[src/rtl/core/prsc_pkg.sv]
package prsc_pkg;

  localparam int unsigned FieldW = 13;
  localparam int unsigned FirstPrime = 2;

  // controller -> datapath
  typedef struct packed {
    logic load;       // capture a new request
    logic init_wr;    // fill one store entry
    logic p_init;     // base prime = 2, square = 4
    logic p_issue;    // read flag of base prime
    logic p_next;     // advance base prime and its square
    logic m_init;     // first multiple = p*p
    logic strike_wr;  // clear one multiple
    logic k_init;     // count pointer = low
    logic cnt_issue;  // read one flag of the range
    logic out_load;   // move result into output register
  } cmd_t;

  // datapath -> controller
  typedef struct packed {
    logic bad;
    logic init_done;
    logic p_done;
    logic flag;
    logic strike_done;
    logic cnt_done;
  } status_t;

endpackage

[src/rtl/core/prsc_ctrl.sv]
module prsc_ctrl (
  input  logic              clk_i,
  input  logic              rst_ni,
  input  logic              in_valid_i,
  output logic              in_ready_o,
  output logic              out_valid_o,
  input  logic              out_ready_i,
  input  prsc_pkg::status_t status_i,
  output prsc_pkg::cmd_t    cmd_o
);

  typedef enum logic [7:0] {
    StIdle   = 8'b0000_0001,
    StCheck  = 8'b0000_0010,
    StInit   = 8'b0000_0100,
    StPTest  = 8'b0000_1000,
    StPRead  = 8'b0001_0000,
    StStrike = 8'b0010_0000,
    StCount  = 8'b0100_0000,
    StFinish = 8'b1000_0000
  } state_e;

  state_e state_q, state_d;
  logic   out_valid_q, out_valid_d;

  assign in_ready_o  = (state_q == StIdle);
  assign out_valid_o = out_valid_q;

  always_comb begin
    state_d = state_q;
    cmd_o   = '0;
    case (state_q)
      StIdle: begin
        if (in_valid_i) begin
          cmd_o.load = 1'b1;
          state_d    = StCheck;
        end
      end
      StCheck: begin
        state_d = status_i.bad ? StFinish : StInit;
      end
      StInit: begin
        if (status_i.init_done) begin
          cmd_o.p_init = 1'b1;
          state_d      = StPTest;
        end else begin
          cmd_o.init_wr = 1'b1;
        end
      end
      StPTest: begin
        if (status_i.p_done) begin
          cmd_o.k_init = 1'b1;
          state_d      = StCount;
        end else begin
          cmd_o.p_issue = 1'b1;
          state_d       = StPRead;
        end
      end
      StPRead: begin
        if (status_i.flag) begin
          cmd_o.m_init = 1'b1;
          state_d      = StStrike;
        end else begin
          cmd_o.p_next = 1'b1;
          state_d      = StPTest;
        end
      end
      StStrike: begin
        if (status_i.strike_done) begin
          cmd_o.p_next = 1'b1;
          state_d      = StPTest;
        end else begin
          cmd_o.strike_wr = 1'b1;
        end
      end
      StCount: begin
        // last read still lands in the count on this edge
        if (status_i.cnt_done) begin
          state_d = StFinish;
        end else begin
          cmd_o.cnt_issue = 1'b1;
        end
      end
      StFinish: begin
        if (!out_valid_q || out_ready_i) begin
          cmd_o.out_load = 1'b1;
          state_d        = StIdle;
        end
      end
      default: begin
        state_d = StIdle;
      end
    endcase
  end

  always_comb begin
    out_valid_d = out_valid_q;
    if (out_ready_i) begin
      out_valid_d = 1'b0;
    end
    if (cmd_o.out_load) begin
      out_valid_d = 1'b1;
    end
  end

  always_ff @(posedge clk_i or negedge rst_ni) begin
    if (!rst_ni) begin
      state_q     <= StIdle;
      out_valid_q <= 1'b0;
    end else begin
      state_q     <= state_d;
      out_valid_q <= out_valid_d;
    end
  end

endmodule

[config.mk]
export PLATFORM = sky130hd
export DESIGN_NAME = prsc_ctrl
export DESIGN_NICKNAME = d
export VERILOG_FILES = /design/src/rtl/core/prsc_pkg.sv /design/src/rtl/core/prsc_ctrl.sv
export SDC_FILE = /design/constraint.sdc
export NUM_CORES = 1
export LEC_CHECK = 0
export ABC_AREA = 0
export BUFFER_PORTS_ARGS = -buffer_cell sky130_fd_sc_hd__buf_4
export CORE_UTILIZATION = 41
export DETAILED_ROUTE_END_ITERATION = 10
export PLACE_DENSITY = 0.82
export SLEW_MARGIN = 20
export SYNTH_ARGS = -nofsm -noshare
export SYNTH_HDL_FRONTEND = slang
export SYNTH_SLANG_ARGS = --single-unit
[constraint.sdc]
create_clock -name clk_i -period 1.75 [get_ports clk_i]
set_clock_uncertainty 0.1 [all_clocks]
set_input_delay 0.0875 -clock clk_i [delete_from_list [all_inputs] [get_ports clk_i]]
set_output_delay 0.0875 -clock clk_i [all_outputs]
set_load 0.05 [all_outputs]
Yosys cells after proc, flatten, opt, wreduce, memory -nomap -nowiden

Index checks and enable logic that the tools add are counted.

Equal/unequal tests: 13
$add $sub $neg: 0
Div/mod/pow operators: 0
Bitwise gates (word level): 0
Multiplexer cells: 31
Multipliers: 0
Magnitude comparators: 0
Reductions and logical operators: 4
Shift-type cells: 0

Operators with widths:

| operator                                                         | count |
|---|---|
| 8-bit one-hot mux with 8 select lines                            | 1 |
| 8-bit 2-to-1 mux                                                 | 6 |
| 1-bit 2-to-1 mux                                                 | 20 |
| 2-bit != test (second input constant)                            | 5 |
| 8-bit by 1-bit == test with 1-bit output (second input constant) | 1 |
| 8-bit by 2-bit == test with 1-bit output (second input constant) | 1 |
| 8-bit by 3-bit == test with 1-bit output (second input constant) | 1 |
| 8-bit by 4-bit == test with 1-bit output (second input constant) | 1 |
| 8-bit by 5-bit == test with 1-bit output (second input constant) | 1 |
| 8-bit by 6-bit == test with 1-bit output (second input constant) | 1 |
| 8-bit by 7-bit == test with 1-bit output (second input constant) | 1 |
| 8-bit == test (second input constant)                            | 1 |
| 7-bit 2-to-1 mux                                                 | 1 |
| 6-bit 2-to-1 mux                                                 | 1 |
| 5-bit AND reduction                                              | 1 |
| 2-bit 2-to-1 mux                                                 | 1 |
| 1-bit one-hot mux with 2 select lines                            | 1 |
| 2-bit nonzero test                                               | 1 |
| 1-bit logical NOT                                                | 1 |
| 1-bit logical OR                                                 | 1 |

Bits in writable memories: 0
Bits in read-only memories: 0
Memories kept: 0
Logic and storage cells: 50
Output and inout port bits: 12
Input bits: 10
Bits in latches: 0
Bits in registers: 9

Longest topological paths before layout

Depth in word-level cells: 5
Gate-level depth with buffers: 4

Least setup slack after synthesis

OpenSTA, ideal clock, no wires.

Kind: register to output
Start: register state_q[7]
End: output cmd_o[9] (netlist name)
Cell stages (with the launch flop): 5
Data required time: 1562 ps
Arrival time: 2130 ps
Path slack: -568 ps
Cells stage by stage: dfrtp_1 or4_4 nor3_1 and3b_1 and2_1

RTL lines:

| item                     | RTL line         | source |
|---|---|---|
| start: declaration       | prsc_ctrl.sv:23  | `state_e state_q, state_d;` |
| start signal: assignment | prsc_ctrl.sv:108 | `state_q <= StIdle;` |
| start signal: assignment | prsc_ctrl.sv:111 | `state_q <= state_d;` |
| end: declaration         | prsc_ctrl.sv:9   | `output prsc_pkg::cmd_t cmd_o` |

==> impl_metrics.toml <==
[run_status]
status = "complete, but fails checks"
violations = "negative setup slack"

[cts]
path_clk_slew_ns = 0.06
clk_path_buf_depth = 2
root_buffer = "clkbuf_4"
numCtsBuffers = 3
h-tree-depth = 1
clkSinkCount = 9
clock_latency_ns = 0.26
cts_tree = "built"

[route]
drt_wl_total_um = 2660
postRouteAntennaNets = 0
routedWlPerCell_um = 20.3
num_vias = 791
viasPerCell = 6.04
firstDrtPassIters = 5
initialDrtViolationCount = 39
post-route-drc-count = 0

[finish]
fin_nets = 127
final_common_cell = "buf_4"
layout-drive-gt1-share = 0.621
design_area_um2 = 1190
area_growth_pct = 105
layout_common_cells = "buf_4 (30), nor2_4 (6), nor2b_1 (6), dfrtp_1 (6), buf_6 (6)"
n_antenna_cell = 0
n_fill_cell = 54
stdcell_count = 131

[pwr]
p_seq_frac = 0.222
p_int_w = 0.000790
p_sw_w = 0.000608
p_leak_nw = 0.569
vdd_drop_max_mv = 0.957
pwr-share-comb = 0.660
p_per_area_nw_per_um2 = 1180
pwr-share-clk = 0.119
p_sw_frac = 0.435

[setup_path]
worstPathCellList = "or4_4, nor3_4, and3b_2, and2_4, buf_8"
critical_path.startpoint = "state_q[3]"
reg2reg_from = "state_q[7]"
crit_path_top_delay_cell = "or4_4"
path_class = "reg -> out"
crit_required_ns = 1.56
crit_path_end_kind = "primary output"
cpPeakStageDelay_ns = 0.58
arrival_ns = 1.94
worstPathMaxFanout = 3
crit_buf_inv = 1
startpoint_type = "flop"
critPathTopFamily = "simple AND/OR/NAND/NOR gates"

[placed_design]
placed_cell_area_um2 = 828
io_buffers = 21
dp_cells = 108
place_hpwl_um = 1180
gp_congestion = 0.800

[job]
cap_violations = 0

[global_route]
grt_max_degree = 10
grt_antenna_before_repair = 0
grt_use_total = 0.304
overflow = 0
grt_pass1_wl_um = 3010
first_global_vias = 665

[floorplanning]
core-area_um2 = 1320
die_h_um = 39.7
rows = 13
die-area_um2 = 1570
initial_core_util = 0.442
io_pins = 22
die_w_um = 39.7

[timing]
setup_violations = 16
finalMaxSlewViolations = 0
fin_crit_sh = 1.22
hold_viol = 0
finalWorstSetupSlack_ns = -0.379
slew_headroom = 0.709
grt_setup_unrepaired = "true"
timing.fmax_mhz = 470
worst_pin_slew_ns = 0.435
fin_crit_ns = 2.13
setup_tns_ns = -2.72

[logic_synthesis]
synth_area_um2 = 582
ys_types = 29
synth_top_family_by_area = "simple AND/OR/NAND/NOR gates"
yosysSeqAreaShare = 0.389
postSynthAreaPerCell_um2 = 8.68
synth_compound_area_frac = 0.105
synth_xor_area_frac = 0.0151
ys_seq_elements = 9
ys_warn_count = 0
yosys.area_share.simple = 0.445
synth_nets = 77
synthAdderAreaFrac = 0
syn_inst = 67
synth_mux_area_frac = 0

[worst_hold_path]
hp-class = "in -> reg"
worstHoldStart = "status_i[0]"
[cell usage after synthesis]
master	n	area (um^2)
nor2_1	9	33.8
and3_1	2	12.5
buf_4	1	7.51
dfrtp_1	8	200
and2_1	3	18.8
o221ai_1	1	8.76
nor2b_1	8	50.1
o2bb2ai_1	1	8.76
nand4_1	2	12.5
nor4_1	1	6.26
nand3_1	4	20.0
or4_4	1	11.3
and3b_1	1	8.76
nor3_1	2	10.0
o211ai_1	3	22.5
or4_1	1	7.51
o22ai_1	1	6.26
and2b_1	1	7.51
nor4_4	1	21.3
nand2b_1	2	12.5
xnor2_1	1	8.76
inv_1	5	18.8
a21oi_1	2	10.0
nand3b_1	1	7.51
nand4b_1	1	8.76
o21ai_0	1	5.00
dfstp_2	1	26.3
or2_2	1	6.26
nand2_1	1	3.75
[per-layer routing]
metal  vias up  part of all wire  global-route usage
li1        338                 -                   -
met3        16             0.072              0.0625
met5         -                 0                   0
met4         0             0.036               0.138
met2        58              0.51               0.549
met1       379              0.38               0.331
[through the flow]
stage	hold WS, ns	power, W	setup slack (ns)	utilization
2_1_floorplan	-0.308	0.000699	-0.172	-
5_1_grt	0.0555	0.00145	-0.404	0.903
3_3_place_gp	-0.180	0.000861	-0.0116	0.629
6_report	0.0444	0.00140	-0.379	0.903
4_1_cts	0.0185	0.00124	-0.274	0.809
3_5_place_dp	-0.180	0.000872	-0.0409	0.629
[sequential cells by signal, indices dropped and copies added, names as in the netlist]
register,flops
out_valid_o,1
state_q,8
[cells by family (layout without fill, tap and decap cells)]
logic type | after synthesis | count (layout)
DFF | 9 | 9
xor gates and xnor gates | 1 | 1
and+or+nand+nor | 42 | 42
buffers and inverters | 6 | 55
AOI/OAI and AO/OA | 9 | 9
[worst reg2reg max path: stages (launching register included)]
cell	delay, ns
dfrtp_1	0.38
buf_4	0.14
buf_6	0.10
buf_6	0.12
nor4_4	0.30
nand4b_1	0.21
buf_4	0.19
buf_4	0.13
o211ai_1	0.12
a21oi_1	0.07
[final cells by class]
| cell class | instances | area [um^2] | share of cell area |
|---|---|---|---|
| Sequential cell | 9 | 229 | 0.192 |
| Inverter | 5 | 18.8 | 0.0158 |
| Timing Repair Buffer | 46 | 418 | 0.351 |
| Multi-Input combinational cell | 52 | 479 | 0.403 |
| Tap cell | 15 | 18.8 | 0.0158 |
| Clock buffer | 4 | 26.3 | 0.0221 |
[power groups by stage]
stage / sequential [W] / clock, W / combinational, W
after floorplan: 0.000315 / 0 / 0.000385
after global placement: 0.000298 / 0 / 0.000563
after detailed placement: 0.000302 / 0 / 0.000571
after CTS: 0.000300 / 0.000170 / 0.000771
after global routing: 0.000310 / 0.000176 / 0.000963
final: 0.000310 / 0.000166 / 0.000922
[worst paths after layout]
path                               end  slack (ns)  cells after the start
max                           cmd_o[9]       -0.38                      5
min                         state_q[7]        0.04                      3
max reg2reg                 state_q[3]       -0.24                      9
min reg2reg                out_valid_o        0.64                      2
max in group asynchronous   state_q[0]        1.25                      2
min in group asynchronous  out_valid_o        0.08                      2
[what timing repair did]
action	CTS	global route
gates resized for setup	25	18
pin swaps	7	7
buffers inserted	8	6
hold buffers	5	0
endpoints found under the hold margin	13	0
endpoints found under the setup margin	11	15
(Power assumes the default switching activity.)
